[src/sv/tid_pkg.sv]
// Package for the tag identifier table: mode codes, default sizes,
// the cell control struct and the key normalization function.
// No dependencies.
`default_nettype none

package tid_pkg;

  // Default table depth and identifier length in bytes.
  localparam int unsigned DEPTH_DEF     = 16;
  localparam int unsigned KEY_BYTES_DEF = 8;

  // Fixed payload widths.
  localparam int unsigned KEY_W   = 64;
  localparam int unsigned COUNT_W = 5;

  // Operation codes carried in the mode field.
  typedef enum logic [1:0] {
    MODE_ADD    = 2'd0,
    MODE_FIND   = 2'd1,
    MODE_REMOVE = 2'd2,
    MODE_CLEAR  = 2'd3
  } mode_e;

  // Per-cycle control broadcast to every cell of the chain.
  typedef struct packed {
    logic add_en;  // write the key into the cell at the fill position
    logic rem_en;  // cells at or after the first match take their neighbor's entry
  } cell_ctl_t;

  // Cut a raw key to kb bytes, then at its first zero byte.
  function automatic logic [KEY_W-1:0] norm_key(input logic [KEY_W-1:0] raw,
                                                input int unsigned kb);
    logic [KEY_W-1:0] k;
    logic             stop;
    logic [7:0]       byte_v;
    k    = '0;
    stop = 1'b0;
    for (int unsigned b = 0; b < KEY_W / 8; b++) begin
      byte_v = raw[8*b +: 8];
      if (b >= kb || byte_v == 8'h00) begin
        stop = 1'b1;
      end
      if (!stop) begin
        k[8*b +: 8] = byte_v;
      end
    end
    return k;
  endfunction

endpackage

`default_nettype wire

[src/sv/tid_req_if.sv]
// Request channel of the tag identifier table: valid/ready plus mode and key.
// Depends on tid_pkg for the payload widths.
`default_nettype none

interface tid_req_if;
  logic                      valid;
  logic                      ready;
  logic [1:0]                mode;
  logic [tid_pkg::KEY_W-1:0] key;

  modport source (output valid, output mode, output key, input ready);
  modport sink   (input valid, input mode, input key, output ready);
endinterface

`default_nettype wire

[src/sv/tid_rsp_if.sv]
// Response channel of the tag identifier table: valid/ready plus hit and count.
// Depends on tid_pkg for the payload widths.
`default_nettype none

interface tid_rsp_if;
  logic                        valid;
  logic                        ready;
  logic                        hit;
  logic [tid_pkg::COUNT_W-1:0] count;

  modport source (output valid, output hit, output count, input ready);
  modport sink   (input valid, input hit, input count, output ready);
endinterface

`default_nettype wire

[src/sv/tid_cell.sv]
// One cell of the tag table chain: holds one entry, compares it with the key,
// extends the first-match chain and shifts down from its upper neighbor.
// Depends on tid_pkg.
`default_nettype none

module tid_cell #(
  parameter int unsigned IDX = 0,
  parameter int unsigned CW  = 5
) (
  input  wire logic                      clk_i,
  input  wire logic [tid_pkg::KEY_W-1:0] key_i,
  input  wire logic [CW-1:0]             count_i,
  input  wire tid_pkg::cell_ctl_t        ctl_i,
  input  wire logic                      found_i,
  input  wire logic [tid_pkg::KEY_W-1:0] next_i,
  output logic                           found_o,
  output logic [tid_pkg::KEY_W-1:0]      entry_o
);

  logic [tid_pkg::KEY_W-1:0] entry_q, entry_d;
  logic                      valid;
  logic                      eq;
  logic                      at_fill;

  // Match only on occupied entries; the chain marks this cell and all above
  // the first match.
  assign valid   = CW'(IDX) < count_i;
  assign at_fill = CW'(IDX) == count_i;
  assign eq      = valid && (entry_q == key_i);
  assign found_o = found_i | eq;
  assign entry_o = entry_q;

  // Append at the fill position, or close the gap left by a removal.
  always_comb begin
    entry_d = entry_q;
    if (ctl_i.add_en && at_fill) begin
      entry_d = key_i;
    end else if (ctl_i.rem_en && found_o) begin
      entry_d = next_i;
    end
  end

  // Entry storage needs no reset: it is read only below the count.
  always_ff @(posedge clk_i) begin
    entry_q <= entry_d;
  end

endmodule

`default_nettype wire

[src/sv/tag_id_table.sv]
// Top level of the tag identifier table: request/response handshake,
// sequencing, entry count and the chain of tid_cell instances.
// Depends on tid_pkg, tid_req_if, tid_rsp_if and tid_cell.
`default_nettype none

// An ordered table of up to DEPTH tag identifiers held in a row of cells,
// one entry per cell. A request is accepted in the idle state, which registers
// the normalized key; the exec state then compares it in all cells
// at once, ripples the first-match flag along the chain, performs the add,
// shift-down removal or clear, and loads the response register. The response
// register lets the next request be accepted while a result waits; if the
// previous result is still untaken, the exec state waits for it. A new request
// is accepted only once the exec state of the last one is done.
// The path that sets the cycle time is the key compare plus the first-match
// ripple through all DEPTH cells. No clearing pass is needed after reset.

module tag_id_table #(
  parameter int unsigned DEPTH     = tid_pkg::DEPTH_DEF,
  parameter int unsigned KEY_BYTES = tid_pkg::KEY_BYTES_DEF
) (
  input  wire logic  clk_i,
  input  wire logic  rst_ni,
  tid_req_if.sink    req_i,
  tid_rsp_if.source  rsp_o
);

  localparam int unsigned CW = $clog2(DEPTH + 1);

  // Sequencer states.
  localparam logic ST_IDLE = 1'b0;
  localparam logic ST_EXEC = 1'b1;

  logic                      state_q, state_d;
  tid_pkg::mode_e            mode_q;
  logic [tid_pkg::KEY_W-1:0] key_q;
  logic [CW-1:0]             count_q, count_d;
  logic                      rsp_valid_q, rsp_valid_d;
  logic                      rsp_hit_q, rsp_hit_d;
  logic                      accept;
  logic                      exec;
  logic                      hit;
  tid_pkg::cell_ctl_t        ctl;

  logic                      found_w [DEPTH+1];
  logic [tid_pkg::KEY_W-1:0] entry_w [DEPTH];

  assign req_i.ready = (state_q == ST_IDLE);
  assign accept      = req_i.valid && req_i.ready;
  assign exec        = (state_q == ST_EXEC) && (!rsp_valid_q || rsp_o.ready);
  assign hit         = found_w[DEPTH];

  // Latch the request with its key already normalized.
  always_ff @(posedge clk_i) begin
    if (accept) begin
      mode_q <= tid_pkg::mode_e'(req_i.mode);
      key_q  <= tid_pkg::norm_key(req_i.key, KEY_BYTES);
    end
  end

  // Operation decode: cell controls, next count and the hit flag.
  always_comb begin
    ctl       = '0;
    count_d   = count_q;
    rsp_hit_d = rsp_hit_q;
    if (exec) begin
      case (mode_q)
        tid_pkg::MODE_ADD: begin
          if (count_q < CW'(DEPTH)) begin
            ctl.add_en = 1'b1;
            count_d    = count_q + CW'(1);
            rsp_hit_d  = 1'b1;
          end else begin
            rsp_hit_d = 1'b0;
          end
        end
        tid_pkg::MODE_FIND: begin
          rsp_hit_d = hit;
        end
        tid_pkg::MODE_REMOVE: begin
          rsp_hit_d = hit;
          if (hit) begin
            ctl.rem_en = 1'b1;
            count_d    = count_q - CW'(1);
          end
        end
        tid_pkg::MODE_CLEAR: begin
          count_d   = '0;
          rsp_hit_d = 1'b0;
        end
        default: begin
          rsp_hit_d = 1'b0;
        end
      endcase
    end
  end

  // Sequencer and response valid.
  always_comb begin
    state_d     = state_q;
    rsp_valid_d = rsp_valid_q;
    if (rsp_o.ready) begin
      rsp_valid_d = 1'b0;
    end
    case (state_q)
      ST_IDLE: begin
        if (accept) begin
          state_d = ST_EXEC;
        end
      end
      ST_EXEC: begin
        if (exec) begin
          state_d     = ST_IDLE;
          rsp_valid_d = 1'b1;
        end
      end
      default: begin
        state_d = ST_IDLE;
      end
    endcase
  end

  always_ff @(posedge clk_i or negedge rst_ni) begin
    if (!rst_ni) begin
      state_q     <= ST_IDLE;
      count_q     <= '0;
      rsp_valid_q <= 1'b0;
    end else begin
      state_q     <= state_d;
      count_q     <= count_d;
      rsp_valid_q <= rsp_valid_d;
    end
  end

  // The hit flag is payload and needs no reset.
  always_ff @(posedge clk_i) begin
    rsp_hit_q <= rsp_hit_d;
  end

  assign rsp_o.valid = rsp_valid_q;
  assign rsp_o.hit   = rsp_hit_q;
  assign rsp_o.count = tid_pkg::COUNT_W'(count_q);

  // Chain of cells; the first-match flag ripples from cell 0 upward.
  assign found_w[0] = 1'b0;

  for (genvar i = 0; i < DEPTH; i++) begin : g_cell
    logic [tid_pkg::KEY_W-1:0] next_entry;
    if (i == DEPTH - 1) begin : g_last
      assign next_entry = entry_w[i];
    end else begin : g_mid
      assign next_entry = entry_w[i+1];
    end

    tid_cell #(
      .IDX (i),
      .CW  (CW)
    ) u_cell (
      .clk_i   (clk_i),
      .key_i   (key_q),
      .count_i (count_q),
      .ctl_i   (ctl),
      .found_i (found_w[i]),
      .next_i  (next_entry),
      .found_o (found_w[i+1]),
      .entry_o (entry_w[i])
    );
  end

endmodule

`default_nettype wire
[src/flat_wrapper.sv]
// flat-port wrapper written by rule: the top's interface ports become plain ports
module tag_id_table_flat 
#(
  parameter int unsigned DEPTH     = tid_pkg::DEPTH_DEF,
  parameter int unsigned KEY_BYTES = tid_pkg::KEY_BYTES_DEF
)
  (clk_i, rst_ni, req_i_valid, req_i_mode, req_i_key, req_i_ready, rsp_o_valid, rsp_o_hit, rsp_o_count, rsp_o_ready);
  tid_req_if req_i_i ();
  tid_rsp_if rsp_o_i ();
  input  wire logic clk_i;
  input  wire logic rst_ni;
  input wire logic [$bits(req_i_i.valid)-1:0] req_i_valid;
  input wire logic [$bits(req_i_i.mode)-1:0] req_i_mode;
  input wire logic [$bits(req_i_i.key)-1:0] req_i_key;
  output wire logic [$bits(req_i_i.ready)-1:0] req_i_ready;
  output wire logic [$bits(rsp_o_i.valid)-1:0] rsp_o_valid;
  output wire logic [$bits(rsp_o_i.hit)-1:0] rsp_o_hit;
  output wire logic [$bits(rsp_o_i.count)-1:0] rsp_o_count;
  input wire logic [$bits(rsp_o_i.ready)-1:0] rsp_o_ready;
  assign req_i_i.valid = req_i_valid;
  assign req_i_i.mode = req_i_mode;
  assign req_i_i.key = req_i_key;
  assign req_i_ready = req_i_i.ready;
  assign rsp_o_valid = rsp_o_i.valid;
  assign rsp_o_hit = rsp_o_i.hit;
  assign rsp_o_count = rsp_o_i.count;
  assign rsp_o_i.ready = rsp_o_ready;
  tag_id_table #(.DEPTH(DEPTH), .KEY_BYTES(KEY_BYTES)) u_core (.clk_i(clk_i), .rst_ni(rst_ni), .req_i(req_i_i), .rsp_o(rsp_o_i));
endmodule
[config.mk]
export PLATFORM = sky130hd
export DESIGN_NAME = tag_id_table_flat
export DESIGN_NICKNAME = d
export VERILOG_FILES = /design/src/sv/tid_pkg.sv /design/src/sv/tid_req_if.sv /design/src/sv/tid_rsp_if.sv /design/src/sv/tid_cell.sv /design/src/sv/tag_id_table.sv /design/src/flat_wrapper.sv
export SDC_FILE = /design/constraint.sdc
export NUM_CORES = 2
export LEC_CHECK = 0
export BUFFER_PORTS_ARGS = -buffer_cell sky130_fd_sc_hd__buf_2
export CORE_MARGIN = 3
export CORE_UTILIZATION = 35
export DETAILED_ROUTE_END_ITERATION = 8
export HOLD_SLACK_MARGIN = 0.03
export PLACE_DENSITY = 0.47
export SYNTH_ARGS = -nofsm -noshare
export SYNTH_HDL_FRONTEND = slang
export SYNTH_SLANG_ARGS = --single-unit
[constraint.sdc]
create_clock -name clk_i -period 9.1 [get_ports clk_i]
set_input_delay 0 -clock clk_i [delete_from_list [all_inputs] [get_ports clk_i]]
set_output_delay 0 -clock clk_i [all_outputs]
set_load 0.02 [all_outputs]
## After elaboration in Yosys (flattened, before gate mapping)

Cells that the tools add are included.

| word-level totals | value |
|---|---|
| register bits after elaboration | 1098 |
| input bits | 70 |
| output and inout bits | 8 |
| logic and storage cells | 240 |

| cells by class | value |
|---|---|
| $add $sub $neg | 2 |
| $lt $le $gt $ge | 17 |
| eq/ne operators | 36 |
| muxes and demuxes | 61 |
| bitwise gates (word level) | 16 |
| reduce and logical (&&, ||, !) cells | 79 |

Operators with widths:

| cell | number |
|---|---|
| 64-bit two-way mux | 30 |
| 64-bit equality test | 16 |
| 8-bit logical NOT | 8 |
| 1-bit logical AND | 49 |
| 4-bit by 5-bit equality test with 1-bit output (first input constant) | 8 |
| 4-bit by 5-bit less-than comparator with 1-bit output (first input constant) | 8 |
| 2-bit nonzero test | 15 |
| 1-bit two-way mux | 25 |
| 3-bit by 5-bit equality test with 1-bit output (first input constant) | 4 |
| 3-bit by 5-bit less-than comparator with 1-bit output (first input constant) | 4 |
| 1-bit bitwise OR | 15 |
| 5-bit one-hot mux with 3 select lines | 1 |
| 2-bit by 5-bit equality test with 1-bit output (first input constant) | 2 |
| 1-bit by 5-bit less-than comparator with 1-bit output (first input constant) | 2 |
| 2-bit by 5-bit less-than comparator with 1-bit output (first input constant) | 2 |
| 5-bit two-way mux | 2 |
| 5-bit by 1-bit adder with 5-bit output (second input constant) | 1 |
| 1-bit by 5-bit equality test with 1-bit output (first input constant) | 1 |
| 5-bit logical NOT | 1 |
| 5-bit less-than comparator (second input constant) | 1 |
| 5-bit by 1-bit subtractor with 5-bit output (second input constant) | 1 |
| 2-bit equality test (second input constant) | 2 |
| 4-bit AND reduction | 1 |
| 1-bit one-hot mux with 3 select lines | 1 |
| 11 further kinds | 11 |

## Longest topological paths before layout

| depth | value |
|---|---|
| word-level depth | 23 |
| depth in mapped cells | 12 |
| gate-level depth less buffers | 10 |

## Modules after synthesis

From an unflattened synthesis, not the netlist that was laid out.

| unflattened totals | value |
|---|---|
| cells, all modules | 3992 |
| area total of the unflattened synthesis | 59295.6 µm² |

By module, submodules not included:

| module | times used | cells each | area an instance (µm²) | seq. area each (µm²) |
|---|---|---|---|---|
| tid_cell at u_core.g_cell[0].u_cell | 1 | 225 | 3744.8 | 1921.8 |
| tid_cell at u_core.g_cell[1].u_cell | 1 | 229 | 3711.1 | 1921.8 |
| tid_cell at u_core.g_cell[4].u_cell | 1 | 225 | 3672.3 | 1921.8 |
| tid_cell at u_core.g_cell[10].u_cell | 1 | 226 | 3636.0 | 1921.8 |
| tid_cell at u_core.g_cell[11].u_cell | 1 | 247 | 3504.6 | 1921.8 |
| tid_cell at u_core.g_cell[9].u_cell | 1 | 242 | 3483.3 | 1921.8 |
| tid_cell at u_core.g_cell[5].u_cell | 1 | 226 | 3457.1 | 1921.8 |
| tid_cell at u_core.g_cell[8].u_cell | 1 | 259 | 3453.3 | 1921.8 |
| tid_cell at u_core.g_cell[3].u_cell | 1 | 224 | 3443.3 | 1921.8 |
| tid_cell at u_core.g_cell[2].u_cell | 1 | 227 | 3440.8 | 1921.8 |
| tid_cell at u_core.g_cell[6].u_cell | 1 | 231 | 3435.8 | 1921.8 |
| tid_cell at u_core.g_cell[7].u_cell | 1 | 251 | 3433.3 | 1921.8 |
| tid_cell at u_core.g_cell[14].u_cell | 1 | 239 | 3427.0 | 1921.8 |
| tid_cell at u_core.g_cell[15].u_cell | 1 | 230 | 3420.8 | 1921.8 |
| +3 rows | n/a | n/a | n/a | n/a |

## Worst setup path after synthesis

No wires, ideal clock.

| timing path | value |
|---|---|
| kind | register to register |
| from | register u_core.count_q[3] (netlist: u_core.rsp_o.count[3]) |
| to | register u_core.g_cell[0].u_cell.entry_q (netlist bit u_core.g_cell[0].u_cell.entry_o[0]) (enable) |
| setup time | 0.574 ns |
| arrival time | 6.791 ns |
| required time | 8.526 ns |
| slack | 1.735 ns |
| stages on the path, launching flop included | 11 |
| path buffers | 1 |
| clock period less this slack | 7.365 ns |
| path through | dfrtp_1 -> buf_4 -> nor2_2 -> a221o_1 -> or4_1 -> nor4_2 -> a22oi_1 -> and4bb_4 -> nand4_1 -> nand2_1 -> o21ai_0 |

| between the ends | value |
|---|---|
| longest elaborated chain between the ends | 22 |
| elaborated cells on any way between the ends | 57 |
| those cells by class | order compare (17); mux (5); bitwise (15); reduce/logical (20) |

Ends and longest elaborated chain:

| what | line | RTL |
|---|---|---|
| start, declared | tag_id_table.sv:36 | `logic [CW-1:0] count_q, count_d;` |
| start signal, assigned | tag_id_table.sv:129 | `count_q <= count_d;` |
| 1-bit by 5-bit less-than comparator with 1-bit output | tid_cell.sv:27 | `assign valid = CW'(IDX) < count_i;` |
| 1-bit logical AND | tid_cell.sv:29 | `assign eq = valid && (entry_q == key_i);` |
| 1-bit bitwise OR (15 in series) | tid_cell.sv:30 | `assign found_o = found_i \| eq;` |
| 1-bit two-way mux | tag_id_table.sv:81 | `if (hit) begin` |
| 1-bit two-way mux | tag_id_table.sv:66 | `case (mode_q)` |
| 2-bit two-way mux | tag_id_table.sv:65 | `if (exec) begin` |
| 1-bit logical AND | tid_cell.sv:38 | `end else if (ctl_i.rem_en && found_o) begin` |
| 2-bit nonzero test (no line) * | n/a |  |
| end signal, assigned | tid_cell.sv:45 | `entry_q <= entry_d;` |
| end, declared | tid_cell.sv:20 | `logic [tid_pkg::KEY_W-1:0] entry_q, entry_d;` |

Mark *: on every way between the ends. The rest lies on a longest branch, timed or not.
A chain may end at the register's enable or synchronous reset.

## Worst setup path in the final report

| timing path | value |
|---|---|
| from | register u_core.key_q[49] (netlist bit) |
| to | register u_core.g_cell[6].u_cell.entry_q (netlist bit u_core.g_cell[6].u_cell.entry_o[16]) (enable) |

| between the ends | value |
|---|---|
| longest elaborated chain between the ends | 22 |
| elaborated cells on any way between the ends | 52 |
| those cells by class | eq/ne (16); mux (3); bitwise (15); reduce/logical (18) |

Ends and longest elaborated chain:

| what | line | RTL |
|---|---|---|
| start, declared | tag_id_table.sv:35 | `logic [tid_pkg::KEY_W-1:0] key_q;` |
| start signal, assigned | tag_id_table.sv:56 | `key_q <= tid_pkg::norm_key(req_i.key, KEY_BYTES);` |
| 64-bit equality test | tid_cell.sv:29 |  |
| 1-bit logical AND | tid_cell.sv:29 |  |
| 1-bit bitwise OR (15 in series) | tid_cell.sv:30 |  |
| 1-bit two-way mux | tag_id_table.sv:81 |  |
| 1-bit two-way mux | tag_id_table.sv:66 |  |
| 2-bit two-way mux | tag_id_table.sv:65 |  |
| 1-bit logical AND * | tid_cell.sv:38 |  |
| 2-bit nonzero test (no line) * | n/a |  |
| end signal, assigned | tid_cell.sv:45 |  |
| end, declared | tid_cell.sv:20 |  |

Marked as above.

==> reports/results.tsv <==
stage	metric	value	unit
status	outcome	finished clean	
floorplan	dieArea	0.170	mm2
detailed_routing	drtIter0Drc	4429	
job	drv_cap	0	
setup_path	cp_num_buf_inv	3	
cts	h-tree-depth	4	
timing	final_hold_viol_count	0	
yosys	yosys-top-cells-area	edfxtp_1, mux2_2, xor2_1	
setup_path	cp_slowest_stage_delay	1080	ps
detailed_routing	via_count	38600	
cts	root_buffer	clkbuf_16	
cts	cts_sinks	1098	
floorplan	io-pin-count	78	
setup_path	cp.arrival	6600	ps
floorplan	die_y	413	um
timing	clock_skew	26.5	ps
cts	cts_buffers	134	
grt	grt_use_total	28.3	%
yosys	avgSynthCellArea	13.2	um2
yosys	ys_warn_count	0	
timing	finalSetupViolations	0	
final_layout	stdcell_count	6762	
yosys	synth_ff_type	edfxtp_1	
cts	cts_tree	done	
final_layout	layout.nets	4561	
placement	place.gp.congestion	0.933	
placement	numPlacedInstances	6397	
timing	finalCriticalPeriod	6210	ps
setup_path	path_class	flop to flop	
power_and_ir_drop	swShare	27.4	%
floorplan	die_w	413	um
floorplan	row_count	148	
power_and_ir_drop	power	0.0123	W
timing	setup_slack	2890	ps
cts	clock_latency	780	ps
grt	grt_pass1_wl	328000	um
setup_path	slowest_stage	nor4_1	
yosys	synth_seq_area_share	56.9	%
floorplan	core	0.164	mm2
cts	post_cts_buffers	0	
setup_path	cp-start-kind	flop	
yosys	ys_seq_elements	1098	
yosys	synth_top_area_cell	edfxtp_1	
yosys	yosysUniqueCellTypes	69	
setup_path	required	9490	ps
grt	grt-ovfl-total	0	
yosys	synth_cells	4371	
final_layout	drive_above_1_share	25.8	%
placement	hpwlAfterDp	168000	um
detailed_routing	drc	0	
power_and_ir_drop	p_int	0.00892	W
grt	grt_max_degree	88	
final_layout	final_util	40.4	%
detailed_routing	drt_wl_total	245000	um
setup_path	cp_cell_sequence	buf_4 -> inv_1 -> a22o_1 -> a2111oi_0 -> nand4_1 -> nor4_1 -> and3b_1 -> nand4_1 -> o21ai_2 -> o21ai_4 -> buf_4	
timing	slew_viol_final	0	
detailed_routing	avgViaCountPerCell	5.71	
cts	clkTransAtPathRegs	60	ps
timing	rsz0062_at_grt	no	
floorplan	initial_core_util	35.4	%
power_and_ir_drop	powerDensity	186	mW/mm2
yosys	synth_top_cell_area_share	56.6	%
final_layout	layout_common_cells	edfxtp_1, mux2_2, xor2_1	
setup_path	cp_top_family	simple AND/OR/NAND/NOR gates	
final_layout	syn2layout_area_growth	14.2	%
yosys	async_flop_share	0.638	%
cts	clockBufferDepth	3	
yosys	synth-edff-count	1091	
detailed_routing	wire_per_inst	36.2	um
timing	slew-limit-headroom	5.69	%
power_and_ir_drop	leakage	22.0	nW
placement	place_ws	2910	ps
power_and_ir_drop	combPwrFrac	11.8	%
placement	portBuffers	77	
power_and_ir_drop	sequentialPowerShare	46.6	%
setup_path	worstSetupEndpointType	flop	
grt	grt_pass1_vias	37600	
grt	antenna_found_initial	11	
power_and_ir_drop	power.switching	0.00336	W
timing	fin_setup_tns	0	ps
detailed_routing	first_pass_iters	6	
detailed_routing	ant_nets	0	
final_layout	mostFrequentLayoutCell	edfxtp_1	
power_and_ir_drop	ir_drop	0.201	mV
yosys	synth_nets	4451	
timing	fmax	161	MHz
power_and_ir_drop	power_frac_clock	41.6	%
setup_path	crit_fanout	42	
timing	worst_pin_slew	1410	ps
yosys	synth.cell_area	0.0578	mm2
timing	finalCritPeriodShare	68.2	%
hold_path	hold_path.class	primary input to flop	
[through the flow]
stage               instance area, um2  hold slack, ps
floorplan                        57800            -296
global placement                 60800            -159
detailed placement               60800            -158
CTS                              66000            47.7
global route                     66000            89.8
finish                           66100             105
[what timing repair did]
action / 4_1_cts / 5_1_grt
gates resized for setup: 0 / 0
endpoints found under the setup margin: 0 / 0
hold endpoints to repair: 101 / 0
hold buffers: 123 / 0
[registers in the layout (all words and copies together), names as in the netlist]
register	flops
u_core.g_cell.u_cell.entry_o	1024
u_core.mode_q	2
u_core.rsp_o.count	5
u_core.rsp_o.hit	1
u_core.state_q	1
u_core.key_q	64
u_core.rsp_o.valid	1
[layer usage]
layer / up-vias / share of wire [%] / track usage (%)
li1: 16200 / - / -
met1: 20200 / 43 / 39.2
met2: 1850 / 46 / 44.9
met3: 392 / 6.6 / 4.15
met4: 10 / 3.8 / 10.2
met5: - / 0.028 / 0
[path summary, 6_finish.rpt]
| check | cells after the start | startpoint | to | slack [ps] |
|---|---|---|---|---|
| min | 3 | req_i_key[11] | u_core.key_q[11]$_SDFFCE_PP0P_ | 100 |
| min in group asynchronous | 3 | rst_ni | u_core.rsp_o.valid$_DFF_PN0_ | 180 |
| min reg2reg | 0 | u_core.key_q[49]$_SDFFCE_PP0P_ | u_core.g_cell[15].u_cell.entry_o[49]$_DFFE_PP_ | 480 |
| max reg2reg | 11 | u_core.key_q[49]$_SDFFCE_PP0P_ | u_core.g_cell[6].u_cell.entry_o[16]$_DFFE_PP_ | 2890 |
| max in group asynchronous | 3 | rst_ni | u_core.rsp_o.count[4]$_DFFE_PN0P_ | 8670 |
| max | 11 | u_core.key_q[49]$_SDFFCE_PP0P_ | u_core.g_cell[6].u_cell.entry_o[16]$_DFFE_PP_ | 2890 |
[cell usage after synthesis (20+ instances only)]
cell type  count
and2_1        61
buf_1         31
buf_2        103
buf_4         24
clkbuf_1     219
edfxtp_1    1091
inv_1         52
mux2_2       731
nand2_1      267
nand3_1       28
nand4_1      138
nor2_1        38
nor2b_1       20
nor3_1        22
nor4_1       162
o21ai_0      243
o22ai_1       21
xnor2_1      445
xor2_1       520
[worst register-to-register path: cells and delay by family, from the launching register on]
family	cells	cell delay, ps
flops	1	360
simple gates	4	1890
buf+inv	3	1910
compound gates	4	1640
[cell type report]
| type | count | area, um2 |
|---|---|---|
| Clock inverter | 58 | 370 |
| Multi-Input combinational cell | 2841 | 23300 |
| Clock buffer | 173 | 3650 |
| Fill cell | 15400 | 97500 |
| Inverter | 54 | 203 |
| Sequential cell | 1098 | 32900 |
| Antenna cell | 11 | 27.5 |
| Timing Repair Buffer | 352 | 2810 |
| Tap cell | 2175 | 2720 |
[power groups by stage]
stage | clock, W | combinational [W] | sequential [W]
finish | 0.00510 | 0.00145 | 0.00572
global route | 0.00537 | 0.00149 | 0.00572
CTS | 0.00518 | 0.00143 | 0.00572
detailed placement | 0 | 0.00138 | 0.00582
global placement | 0 | 0.00139 | 0.00582
floorplan | 0 | 0.000745 | 0.00578
[logic make-up (layout without fill, tap and decap cells)]
| logic type | count (synthesis) | after routing | synth area share, % |
|---|---|---|---|
| compound gates | 348 | 348 | 3.58 |
| xor+xnor | 965 | 965 | 14.6 |
| fa+ha+maj | 10 | 10 | 0.216 |
| buf+inv | 432 | 637 | 3.19 |
| flops | 1098 | 1098 | 56.9 |
| mux | 733 | 733 | 14.3 |
| other cells | 0 | 11 | 0 |
| simple gates | 785 | 785 | 7.19 |
No activity file was read; power rests on OpenSTA's default activity.
